[src/design/slwm_pkg.sv]
// ----------------------------------------------------------------------------
// slwm_pkg: shared types and constants for the sliding window statistics block
// Holds the sample widths, the default window depth and the control structs
// that pass between the sequencer and the sorted store engine.
// ----------------------------------------------------------------------------
package slwm_pkg;

  localparam int WINDOW_DEFAULT = 64;
  localparam int SAMPLE_W       = 32;
  localparam int VAL_W          = 31;
  localparam int CNT_W          = 32;

  // Operations the sorted store engine carries out.
  typedef enum logic [1:0] {
    OP_REMOVE = 2'd0,
    OP_INSERT = 2'd1,
    OP_PEEK   = 2'd2
  } sort_op_t;

  typedef struct packed {
    logic             start;
    sort_op_t         op;
    logic [VAL_W-1:0] value;
  } sort_cmd_t;

  typedef struct packed {
    logic             done;
    logic [VAL_W-1:0] minimum;
    logic [VAL_W-1:0] mid_lo;
    logic [VAL_W-1:0] mid_hi;
    logic [VAL_W-1:0] maximum;
  } sort_stat_t;

endpackage

[src/design/slwm_divider.sv]
// ----------------------------------------------------------------------------
// slwm_divider: serial restoring divider
// Produces one quotient bit per cycle; the quotient is held until the next start.
// ----------------------------------------------------------------------------
module slwm_divider import slwm_pkg::*; #(
  parameter int NUM_W = 37,
  parameter int DEN_W = 7,
  parameter int QUO_W = VAL_W
) (
  input  logic             clk,
  input  logic             rst,
  input  logic             start,
  input  logic [NUM_W-1:0] num,
  input  logic [DEN_W-1:0] den,
  output logic             busy,
  output logic [QUO_W-1:0] quotient
);

  localparam int STEP_W = $clog2(NUM_W + 1);

  logic [NUM_W-1:0]  acc;
  logic [DEN_W-1:0]  rem;
  logic [DEN_W-1:0]  den_r;
  logic [STEP_W-1:0] steps;
  logic [DEN_W:0]    trial;
  logic [DEN_W:0]    diff;
  logic              fits;

  assign trial = {rem, acc[NUM_W-1]};
  assign diff  = trial - {1'b0, den_r};
  assign fits  = trial >= {1'b0, den_r};

  always_ff @(posedge clk) begin
    if (rst) begin
      busy  <= 1'b0;
      steps <= '0;
    end else if (start) begin
      busy  <= 1'b1;
      steps <= STEP_W'(NUM_W);
      acc   <= num;
      rem   <= '0;
      den_r <= den;
    end else if (busy) begin
      // Shift the next numerator bit into the remainder and try to subtract.
      if (fits) begin
        rem <= diff[DEN_W-1:0];
        acc <= {acc[NUM_W-2:0], 1'b1};
      end else begin
        rem <= trial[DEN_W-1:0];
        acc <= {acc[NUM_W-2:0], 1'b0};
      end
      steps <= steps - 1'b1;
      if (steps == STEP_W'(1)) begin
        busy <= 1'b0;
      end
    end
  end

  assign quotient = acc[QUO_W-1:0];

endmodule

[src/design/slwm_sort_engine.sv]
// ----------------------------------------------------------------------------
// slwm_sort_engine: sorted sample store with a single compare-and-shift unit
// Removes one copy of a value, inserts a value in order, or reads out the
// minimum, the two middle entries and the maximum, one entry per cycle.
// ----------------------------------------------------------------------------
module slwm_sort_engine import slwm_pkg::*; #(
  parameter int WINDOW = WINDOW_DEFAULT,
  localparam int IDX_W = (WINDOW > 1) ? $clog2(WINDOW) : 1,
  localparam int OCC_W = $clog2(WINDOW + 1)
) (
  input  logic             clk,
  input  logic             rst,
  input  sort_cmd_t        cmd,
  input  logic [OCC_W-1:0] count,
  output sort_stat_t       stat
);

  typedef enum logic [4:0] {
    E_IDLE     = 5'b00001,
    E_REMOVE   = 5'b00010,
    E_INSERT   = 5'b00100,
    E_INS_LAST = 5'b01000,
    E_PEEK     = 5'b10000
  } eng_state_t;

  eng_state_t       state;
  logic [VAL_W-1:0] mem [WINDOW];
  logic [VAL_W-1:0] rd_data;
  logic [IDX_W-1:0] rd_addr;
  logic [IDX_W-1:0] wr_addr;
  logic [VAL_W-1:0] wr_data;
  logic             we;

  logic [VAL_W-1:0] value_r;
  logic [OCC_W-1:0] n_r;
  logic [OCC_W-1:0] ptr;
  logic [OCC_W-1:0] ptr_m1;
  logic [OCC_W-1:0] pend_idx;
  logic [OCC_W-1:0] pend_m1;
  logic [OCC_W-1:0] pend_p1;
  logic [OCC_W-1:0] n_m1;
  logic [OCC_W-1:0] half;
  logic [OCC_W-1:0] lo_idx;
  logic             pend;
  logic             found;
  logic [2:0]       step;
  logic             done;
  logic [VAL_W-1:0] min_r;
  logic [VAL_W-1:0] lo_r;
  logic [VAL_W-1:0] hi_r;
  logic [VAL_W-1:0] max_r;

  assign ptr_m1  = ptr - 1'b1;
  assign pend_m1 = pend_idx - 1'b1;
  assign pend_p1 = pend_idx + 1'b1;
  assign n_m1    = n_r - 1'b1;
  assign half    = n_r >> 1;
  assign lo_idx  = (half == '0) ? '0 : half - 1'b1;

  always_ff @(posedge clk) begin
    if (we) begin
      mem[wr_addr] <= wr_data;
    end
    rd_data <= mem[rd_addr];
  end

  always_comb begin
    rd_addr = '0;
    we      = 1'b0;
    wr_addr = '0;
    wr_data = rd_data;
    unique case (state)
      E_IDLE: begin
      end
      E_REMOVE: begin
        if (ptr != n_r) begin
          rd_addr = ptr[IDX_W-1:0];
        end
        // Once the match is passed, every later entry moves down one place.
        if (pend && found) begin
          we      = 1'b1;
          wr_addr = pend_m1[IDX_W-1:0];
        end
      end
      E_INSERT: begin
        if (ptr != '0) begin
          rd_addr = ptr_m1[IDX_W-1:0];
        end
        if (pend) begin
          we      = 1'b1;
          wr_addr = pend_p1[IDX_W-1:0];
          wr_data = (rd_data > value_r) ? rd_data : value_r;
        end
      end
      E_INS_LAST: begin
        we      = 1'b1;
        wr_addr = '0;
        wr_data = value_r;
      end
      E_PEEK: begin
        case (step)
          3'd0:    rd_addr = '0;
          3'd1:    rd_addr = lo_idx[IDX_W-1:0];
          3'd2:    rd_addr = half[IDX_W-1:0];
          default: rd_addr = n_m1[IDX_W-1:0];
        endcase
      end
      default: begin
      end
    endcase
  end

  always_ff @(posedge clk) begin
    if (rst) begin
      state <= E_IDLE;
      done  <= 1'b0;
      pend  <= 1'b0;
    end else begin
      done <= 1'b0;
      unique case (state)
        E_IDLE: begin
          if (cmd.start) begin
            value_r <= cmd.value;
            n_r     <= count;
            found   <= 1'b0;
            pend    <= 1'b0;
            step    <= '0;
            case (cmd.op)
              OP_REMOVE: begin
                ptr   <= '0;
                state <= E_REMOVE;
              end
              OP_INSERT: begin
                ptr   <= count;
                state <= (count == '0) ? E_INS_LAST : E_INSERT;
              end
              default: begin
                state <= E_PEEK;
              end
            endcase
          end
        end
        E_REMOVE: begin
          if (ptr != n_r) begin
            ptr      <= ptr + 1'b1;
            pend     <= 1'b1;
            pend_idx <= ptr;
          end else begin
            pend <= 1'b0;
          end
          if (pend) begin
            if (!found && rd_data == value_r) begin
              found <= 1'b1;
            end
            if (pend_idx == n_m1) begin
              pend  <= 1'b0;
              done  <= 1'b1;
              state <= E_IDLE;
            end
          end
        end
        E_INSERT: begin
          if (ptr != '0) begin
            ptr      <= ptr_m1;
            pend     <= 1'b1;
            pend_idx <= ptr_m1;
          end else begin
            pend <= 1'b0;
          end
          if (pend) begin
            if (rd_data > value_r) begin
              // Every entry was larger, so the new value goes to the bottom.
              if (pend_idx == '0) begin
                pend  <= 1'b0;
                state <= E_INS_LAST;
              end
            end else begin
              pend  <= 1'b0;
              done  <= 1'b1;
              state <= E_IDLE;
            end
          end
        end
        E_INS_LAST: begin
          done  <= 1'b1;
          state <= E_IDLE;
        end
        E_PEEK: begin
          step <= step + 1'b1;
          case (step)
            3'd1: min_r <= rd_data;
            3'd2: lo_r  <= rd_data;
            3'd3: hi_r  <= rd_data;
            3'd4: begin
              max_r <= rd_data;
              done  <= 1'b1;
              state <= E_IDLE;
            end
            default: begin
            end
          endcase
        end
        default: state <= E_IDLE;
      endcase
    end
  end

  assign stat.done    = done;
  assign stat.minimum = min_r;
  assign stat.mid_lo  = lo_r;
  assign stat.mid_hi  = hi_r;
  assign stat.maximum = max_r;

endmodule

[src/design/sliding_window_median_stats.sv]
// Flow: a clear, or a dropped sample on an empty window, goes from acceptance through
// the stats and done states to the result register. A dropped sample on a filled window
// waits for the serial divider for the mean, which works through the 37-bit window total
// bit by bit. A taken sample also waits for the sorted insert, and an eviction before it
// for the sorted remove. A new transaction is taken only once the previous result is
// loaded, which waits while the output is stalled. Reset clears the counters and handshake.
// ----------------------------------------------------------------------------
// sliding_window_median_stats: windowed median, mean, minimum and maximum
// Keeps the last WINDOW positive Q16.16 samples in arrival order and in sorted
// order, and reports the window statistics after every input transaction.
// ----------------------------------------------------------------------------
module sliding_window_median_stats import slwm_pkg::*; #(
  parameter int WINDOW = WINDOW_DEFAULT,
  localparam int IDX_W = (WINDOW > 1) ? $clog2(WINDOW) : 1,
  localparam int OCC_W = $clog2(WINDOW + 1),
  localparam int TOT_W = VAL_W + $clog2(WINDOW)
) (
  input  logic                       clk,
  input  logic                       rst,
  input  logic                       in_valid,
  output logic                       in_ready,
  input  logic                       command,
  input  logic signed [SAMPLE_W-1:0] sample,
  output logic                       out_valid,
  input  logic                       out_ready,
  output logic [VAL_W-1:0]           median,
  output logic [VAL_W-1:0]           mean,
  output logic [VAL_W-1:0]           minimum,
  output logic [VAL_W-1:0]           maximum,
  output logic [OCC_W-1:0]           occupancy,
  output logic [CNT_W-1:0]           accepted_count,
  output logic                       taken
);

  // The sequencer walks one transaction through eviction, sorted remove, sorted insert
  // and the statistics read-out, skipping the steps it does not need. Remove and insert
  // wait for the sorted store engine, a non-empty read-out for it and the divider.
  typedef enum logic [7:0] {
    S_IDLE      = 8'b00000001,
    S_EVICT     = 8'b00000010,
    S_REMOVE    = 8'b00000100,
    S_INSERT_GO = 8'b00001000,
    S_INSERT    = 8'b00010000,
    S_STATS_GO  = 8'b00100000,
    S_STATS     = 8'b01000000,
    S_DONE      = 8'b10000000
  } seq_state_t;

  seq_state_t       state;

  // Arrival ring: written once per taken sample, read continuously at the
  // oldest slot so the evicted value is ready the cycle after acceptance.
  logic [VAL_W-1:0] ring [WINDOW];
  logic [VAL_W-1:0] ring_q;
  logic             ring_we;
  logic [IDX_W-1:0] ring_waddr;
  logic [VAL_W-1:0] ring_wdata;
  logic [IDX_W:0]   tail_sum;
  logic [IDX_W:0]   tail_wrap;

  logic [TOT_W-1:0] total;
  logic [OCC_W-1:0] fill;
  logic [IDX_W-1:0] oldest;
  logic [CNT_W-1:0] tally;
  logic [VAL_W-1:0] value_r;
  logic             taken_r;
  logic             peek_seen;

  logic             accept;
  logic             positive;
  logic             full;
  logic [OCC_W-1:0] fill_m1;

  sort_cmd_t        sort_cmd;
  logic [OCC_W-1:0] sort_count;
  sort_stat_t       sort_stat;

  logic             div_start;
  logic             div_busy;
  logic [VAL_W-1:0] div_quot;

  logic [VAL_W:0]   mid_sum;
  logic [VAL_W-1:0] median_calc;

  assign in_ready = (state == S_IDLE);
  assign accept   = in_valid && in_ready;
  assign positive = !sample[SAMPLE_W-1] && (sample != '0);
  assign full     = (fill == OCC_W'(WINDOW));
  assign fill_m1  = fill - 1'b1;

  // Slot after the newest sample; the sum stays below twice the depth, so a
  // single compare and subtract wraps it.
  assign tail_sum  = {1'b0, oldest} + (IDX_W + 1)'(fill);
  assign tail_wrap = (tail_sum >= (IDX_W + 1)'(WINDOW)) ?
                     tail_sum - (IDX_W + 1)'(WINDOW) : tail_sum;

  // The value written to the ring is the incoming sample at acceptance, or
  // the held sample when it replaces the oldest one.
  always_comb begin
    ring_we    = 1'b0;
    ring_waddr = tail_wrap[IDX_W-1:0];
    ring_wdata = sample[VAL_W-1:0];
    if (accept && !command && positive && !full) begin
      ring_we = 1'b1;
    end else if (state == S_EVICT) begin
      ring_we    = 1'b1;
      ring_waddr = oldest;
      ring_wdata = value_r;
    end
  end

  always_ff @(posedge clk) begin
    if (ring_we) begin
      ring[ring_waddr] <= ring_wdata;
    end
    ring_q <= ring[oldest];
  end

  // Commands to the sorted store engine. A full window first removes the
  // evicted value, then every taken sample is inserted, then the four order
  // statistics are read out from a non-empty window.
  always_comb begin
    sort_cmd.start = 1'b0;
    sort_cmd.op    = OP_PEEK;
    sort_cmd.value = value_r;
    sort_count     = fill;
    unique case (state)
      S_EVICT: begin
        sort_cmd.start = 1'b1;
        sort_cmd.op    = OP_REMOVE;
        sort_cmd.value = ring_q;
        sort_count     = OCC_W'(WINDOW);
      end
      S_INSERT_GO: begin
        sort_cmd.start = 1'b1;
        sort_cmd.op    = OP_INSERT;
        sort_count     = fill_m1;
      end
      S_STATS_GO: begin
        sort_cmd.start = (fill != '0);
      end
      default: begin
      end
    endcase
  end

  assign div_start = (state == S_STATS_GO) && (fill != '0);

  slwm_sort_engine #(
    .WINDOW (WINDOW)
  ) u_sort (
    .clk   (clk),
    .rst   (rst),
    .cmd   (sort_cmd),
    .count (sort_count),
    .stat  (sort_stat)
  );

  slwm_divider #(
    .NUM_W (TOT_W),
    .DEN_W (OCC_W),
    .QUO_W (VAL_W)
  ) u_div (
    .clk      (clk),
    .rst      (rst),
    .start    (div_start),
    .num      (total),
    .den      (fill),
    .busy     (div_busy),
    .quotient (div_quot)
  );

  // For an even count the median is the truncated mean of the two middle
  // entries; for an odd count it is the single middle entry.
  assign mid_sum     = {1'b0, sort_stat.mid_lo} + {1'b0, sort_stat.mid_hi};
  assign median_calc = fill[0] ? sort_stat.mid_hi : mid_sum[VAL_W:1];

  always_ff @(posedge clk) begin
    if (rst) begin
      state     <= S_IDLE;
      total     <= '0;
      fill      <= '0;
      oldest    <= '0;
      tally     <= '0;
      taken_r   <= 1'b0;
      peek_seen <= 1'b0;
      out_valid <= 1'b0;
    end else begin
      if (out_valid && out_ready) begin
        out_valid <= 1'b0;
      end
      unique case (state)
        S_IDLE: begin
          if (accept) begin
            value_r <= sample[VAL_W-1:0];
            if (command) begin
              // Clear: the window empties and the count restarts.
              total   <= '0;
              fill    <= '0;
              oldest  <= '0;
              tally   <= '0;
              taken_r <= 1'b0;
              state   <= S_STATS_GO;
            end else if (positive) begin
              taken_r <= 1'b1;
              if (tally != '1) begin
                tally <= tally + 1'b1;
              end
              if (full) begin
                state <= S_EVICT;
              end else begin
                total <= total + TOT_W'(sample[VAL_W-1:0]);
                fill  <= fill + 1'b1;
                state <= S_INSERT_GO;
              end
            end else begin
              // A zero or negative sample is dropped and the window stands.
              taken_r <= 1'b0;
              state   <= S_STATS_GO;
            end
          end
        end
        S_EVICT: begin
          total  <= total - TOT_W'(ring_q) + TOT_W'(value_r);
          oldest <= (oldest == IDX_W'(WINDOW - 1)) ? '0 : oldest + 1'b1;
          state  <= S_REMOVE;
        end
        S_REMOVE: begin
          if (sort_stat.done) begin
            state <= S_INSERT_GO;
          end
        end
        S_INSERT_GO: begin
          state <= S_INSERT;
        end
        S_INSERT: begin
          if (sort_stat.done) begin
            state <= S_STATS_GO;
          end
        end
        S_STATS_GO: begin
          peek_seen <= 1'b0;
          state     <= (fill == '0) ? S_DONE : S_STATS;
        end
        S_STATS: begin
          if (sort_stat.done) begin
            peek_seen <= 1'b1;
          end
          if ((peek_seen || sort_stat.done) && !div_busy) begin
            state <= S_DONE;
          end
        end
        S_DONE: begin
          // The result register frees up when the previous result is taken.
          if (!out_valid || out_ready) begin
            out_valid      <= 1'b1;
            median         <= (fill == '0) ? '0 : median_calc;
            mean           <= (fill == '0) ? '0 : div_quot;
            minimum        <= (fill == '0) ? '0 : sort_stat.minimum;
            maximum        <= (fill == '0) ? '0 : sort_stat.maximum;
            occupancy      <= fill;
            accepted_count <= tally;
            taken          <= taken_r;
            state          <= S_IDLE;
          end
        end
        default: state <= S_IDLE;
      endcase
    end
  end

endmodule

[config.mk]
export PLATFORM = sky130hd
export DESIGN_NAME = sliding_window_median_stats
export DESIGN_NICKNAME = d
export VERILOG_FILES = /design/src/design/slwm_pkg.sv /design/src/design/slwm_divider.sv /design/src/design/slwm_sort_engine.sv /design/src/design/sliding_window_median_stats.sv
export SDC_FILE = /design/constraint.sdc
export NUM_CORES = 2
export LEC_CHECK = 0
export ABC_AREA = 0
export BUFFER_PORTS_ARGS = -buffer_cell sky130_fd_sc_hd__buf_2
export CELL_PAD_IN_SITES_DETAIL_PLACEMENT = 2
export CELL_PAD_IN_SITES_GLOBAL_PLACEMENT = 2
export CORE_MARGIN = 2
export CORE_UTILIZATION = 40
export DETAILED_ROUTE_END_ITERATION = 7
export MAX_ROUTING_LAYER = met4
export PLACE_DENSITY_LB_ADDON = 0.08
export SYNTH_ARGS = -nofsm -noshare
export SYNTH_HDL_FRONTEND = slang
export SYNTH_SLANG_ARGS = --single-unit
export TNS_END_PERCENT = 50
[constraint.sdc]
create_clock -name clk -period 16.8 [get_ports clk]
set_input_delay 0 -clock clk [delete_from_list [all_inputs] [get_ports clk]]
set_output_delay 0 -clock clk [all_outputs]
set_load 0.03 [all_outputs]
==> impl_metrics.toml <==
[synth]
async_flop_share_pct = 0
yosysMostFrequentCell = "edfxtp_1"
synth_cell_type_count = 87
synthSimpleGateAreaFrac_pct = 9.14
synth_area_leader_cell = "edfxtp_1"
synthAdderAreaFrac_pct = 1.51
synth-seq-cells = 4563
avgSynthCellArea_sq_um = 15.9
yosysTopAreaCellShare_pct = 71.9
synthTopCellsByArea = "edfxtp_1 (72%), mux4_2 (7.6%), nand2_1 (4.1%)"
synth_common_cells = "edfxtp_1 (4394), nand2_1 (2014), nand3_1 (867)"
netlist_instances = 11600
syn-cell-area_sq_um = 183000
synth-edff-count = 4394
synth_ff_type = "edfxtp_1"
synth_xor_area_share_pct = 0.731
yosys_warnings = 0
yosys-mux-area-fraction_pct = 9.00
synth_top_family_by_area = "simple AND/OR/NAND/NOR gates"
seq_area_frac_synth_pct = 73.8
synth_compound_area_share_pct = 3.95
syn-num-nets = 11800

[die]
start_util_pct = 40.2
fp.dieArea_sq_um = 464000
die_x_um = 681
rows = 248
boundaryPins = 203
core-area_sq_um = 456000
die_h_um = 681

[clocking]
clk_pin_slew_worst_paths_ns = 0.06
cts_sinks = 4563
cts_buffer_depth = 4
cts_root_buffer = "clkbuf_16"
cts-htree-levels = 6
cts_tree = "built"
numCtsBuffers = 521
clk_latency_ns = 1.05
cts-resized-gates = 0

[finish]
final_layout_size_suffix_gt1_share_pct = 17.2
area_delta_synth_final_pct = 15.0
final_nets = 12300
instances_no_fill = 18600

[drt]
via_count = 109000
first_pass_iters = 6
drc = 0
drtAntennaViolNets = 0
wire_per_inst_um = 33.7
drt_wl_total_um = 629000
drt-initial-drc-count = 9440
via_per_inst = 5.84

[power]
power_mw = 25.4
power.density_nw_per_um2 = 121
internal-power_mw = 19.4
power.leakage_nw = 68.8
ir_worst_vdd_mv = 0.114
switching_share_pct = 23.7
seqPwrFrac_pct = 50.0
p_comb_share_pct = 6.7
p_clk_share_pct = 43.3
power.switching_mw = 6.04

[worst_setup_path]
cp_max_fo = 58
r2r_slack_ns = 9.86
crit_chain = "inv_1 -> ha_1 -> nor3b_2 -> nor4b_2 -> nor2_1 -> a31oi_1 -> and2_4 -> buf_4 -> buf_4 -> buf_4 -> a21oi_1 -> o31a_1 -> a22oi_1 -> o2111ai_1 -> or4_1"
critPathCaptureType = "register"
crit_top_cell = "buf_4"
critical_path_class = "register to register"
crit_slowest_cell = "buf_4"
crit_path_start_kind = "register"
cpPeakStageDelay_ns = 0.66
worstPathRequired_ns = 17.68
crit_arrival_ns = 7.83

[grt]
grt_pass1_wl_um = 891000
grt_pass1_vias = 117000
track_usage_pct = 27.6
antenna_found_initial = 57
gr-total-overflow = 0
grt_max_degree = 138

[hold_path]
min_path_type = "primary input to register"

[run]
max_cap_violations = 0

[timing]
worst_pin_slew_ns = 1.25
skew_ns = 0.0453
rsz0062_at_grt = "false"
setup_viol = 0
final_hold_viol_count = 0
tns_ns = 0
final.min_clock_period_ns = 6.94
drv_slew = 0
fmax_ghz = 0.144
relSlewSlack_pct = 16.0
post-route-period-util_pct = 41.3

[place]
routabilityCongestion = 0.820
dp_cells = 17600
hpwl_um = 364000
port_buffers = 202

[run_status]
status = "finished clean"
logic make-up (layout without fill, tap and decap cells):
family / count (synthesis) / count (layout)
AOI/OAI and AO/OA: 1113 / 1113
xor gates and xnor gates: 153 / 153
adders and majority gates: 201 / 201
buffers and inverters: 877 / 1795
DFF: 4563 / 4563
muxes: 866 / 866
other: 0 / 44
and+or+nand+nor: 3789 / 3789
routing by layer:
layer	up-vias	wire (um)	share of wire, %	GRT usage [%]
met3	863	27700	4.4	2.93
met2	3101	320000	51	46.7
li1	45500	-	-	-
met1	59300	263000	42	35.2
met5	-	0	0	-
met4	0	18800	3.0	8.26
cell usage in the layout (no fill, tap or decap), types with 37 or more instances in the layout:
cell           netlist  routed
xnor2_1             98      98
dfxtp_1            169     161
edfxtp_1          4394    4394
nand3_1            867     866
xor2_1              55      55
clkinv_2             0      62
o21ai_0            258     227
a21oi_1            193     193
buf_2               78     201
clkbuf_16            0     533
nor3_1              53      49
mux4_2             620     620
dlygate4sd3_1        0      74
clkinv_1             1      99
diode_2              0      44
o22ai_1            122     122
inv_1              224     224
and3_1             140     140
and2_1             113     111
nor2_1             358     219
a21o_1              66      66
a211oi_1            42      41
nand2_1           2014    2012
buf_4               10     348
mux2i_1            182     182
a311oi_1           100     100
ha_1               166     166
a31oi_1            135     135
clkbuf_1           428     150
o211ai_1            37      37
nor2_4               0     137
nand4_1             72      72
mux2_2              64      64
per-stage QoR:
step | instance area [sq um] | hold slack [ns] | setup WS [ns] | util, %
2_1_floorplan | 183000 | 0.0989 | 7.51 | -
3_3_place_gp | 194000 | 0.272 | 10.31 | 42.5
3_5_place_dp | 194000 | 0.273 | 10.24 | 42.5
4_1_cts | 211000 | 0.0214 | 10.03 | 46.2
5_1_grt | 211000 | 0.0619 | 9.66 | 46.2
6_report | 211000 | 0.0676 | 9.86 | 46.2
final timing paths:
check                     start                 end  cells after the start
setup / recovery  u_sort.ptr[0]  u_sort.rd_data[29]                     15
hold / removal              rst      u_div.den_r[1]                      3
setup reg to reg  u_sort.ptr[0]  u_sort.rd_data[29]                     15
hold reg to reg         taken_r               taken                      0
what timing repair did:
action                     CTS  global route
hold endpoints to repair  2004             0
setup buffers                0             0
hold buffers                74             0
final cells by class:
type                       instances  area [sq um]
inverter                         226           848
fill                           42400        246000
sequential                      4563        135000
tap                             6125          7660
antenna                           44           110
clock inverter                   239          2140
timing repair buffer             636          4620
multi-input combinational       6122         46100
clock buffer                     694         14100
critical path: cells and delay by family, from the launching register on:
| family | cells | cell delay (ns) |
|---|---|---|
| AO/OA/AOI/OAI | 5 | 1.40 |
| adder cells (fa/ha/maj) | 1 | 0.28 |
| buffers and inverters | 4 | 2.12 |
| flip-flops | 1 | 0.58 |
| AND/OR/NAND/NOR | 5 | 2.31 |
registers in the layout, indices dropped and copies added (netlist names), 8 cells and up:
| name | flops |
|---|---|
| mean | 31 |
| maximum | 31 |
| ring | 1984 |
| value_r | 31 |
| u_sort.hi_r | 31 |
| total | 37 |
| accepted_count | 32 |
| u_sort.rd_data | 31 |
| u_sort.min_r | 31 |
| ring_q | 31 |
| minimum | 31 |
| state | 8 |
| u_sort.value_r | 31 |
| u_sort.mem | 1984 |
| u_div.acc | 37 |
| u_sort.max_r | 31 |
| tally | 32 |
| median | 31 |
| u_sort.lo_r | 31 |
power groups by stage:
stage                     Sequential (mW)  Combinational [mW]  Clock (mW)
after global placement               12.9                1.62           0
after detailed placement             13.0                1.68           0
after global routing                 12.7                1.83        11.6
final                                12.7                1.70        11.0
after CTS                            12.7                1.71        11.2
after floorplan                      12.9               0.953           0
Power figures use the tool's default switching activity.
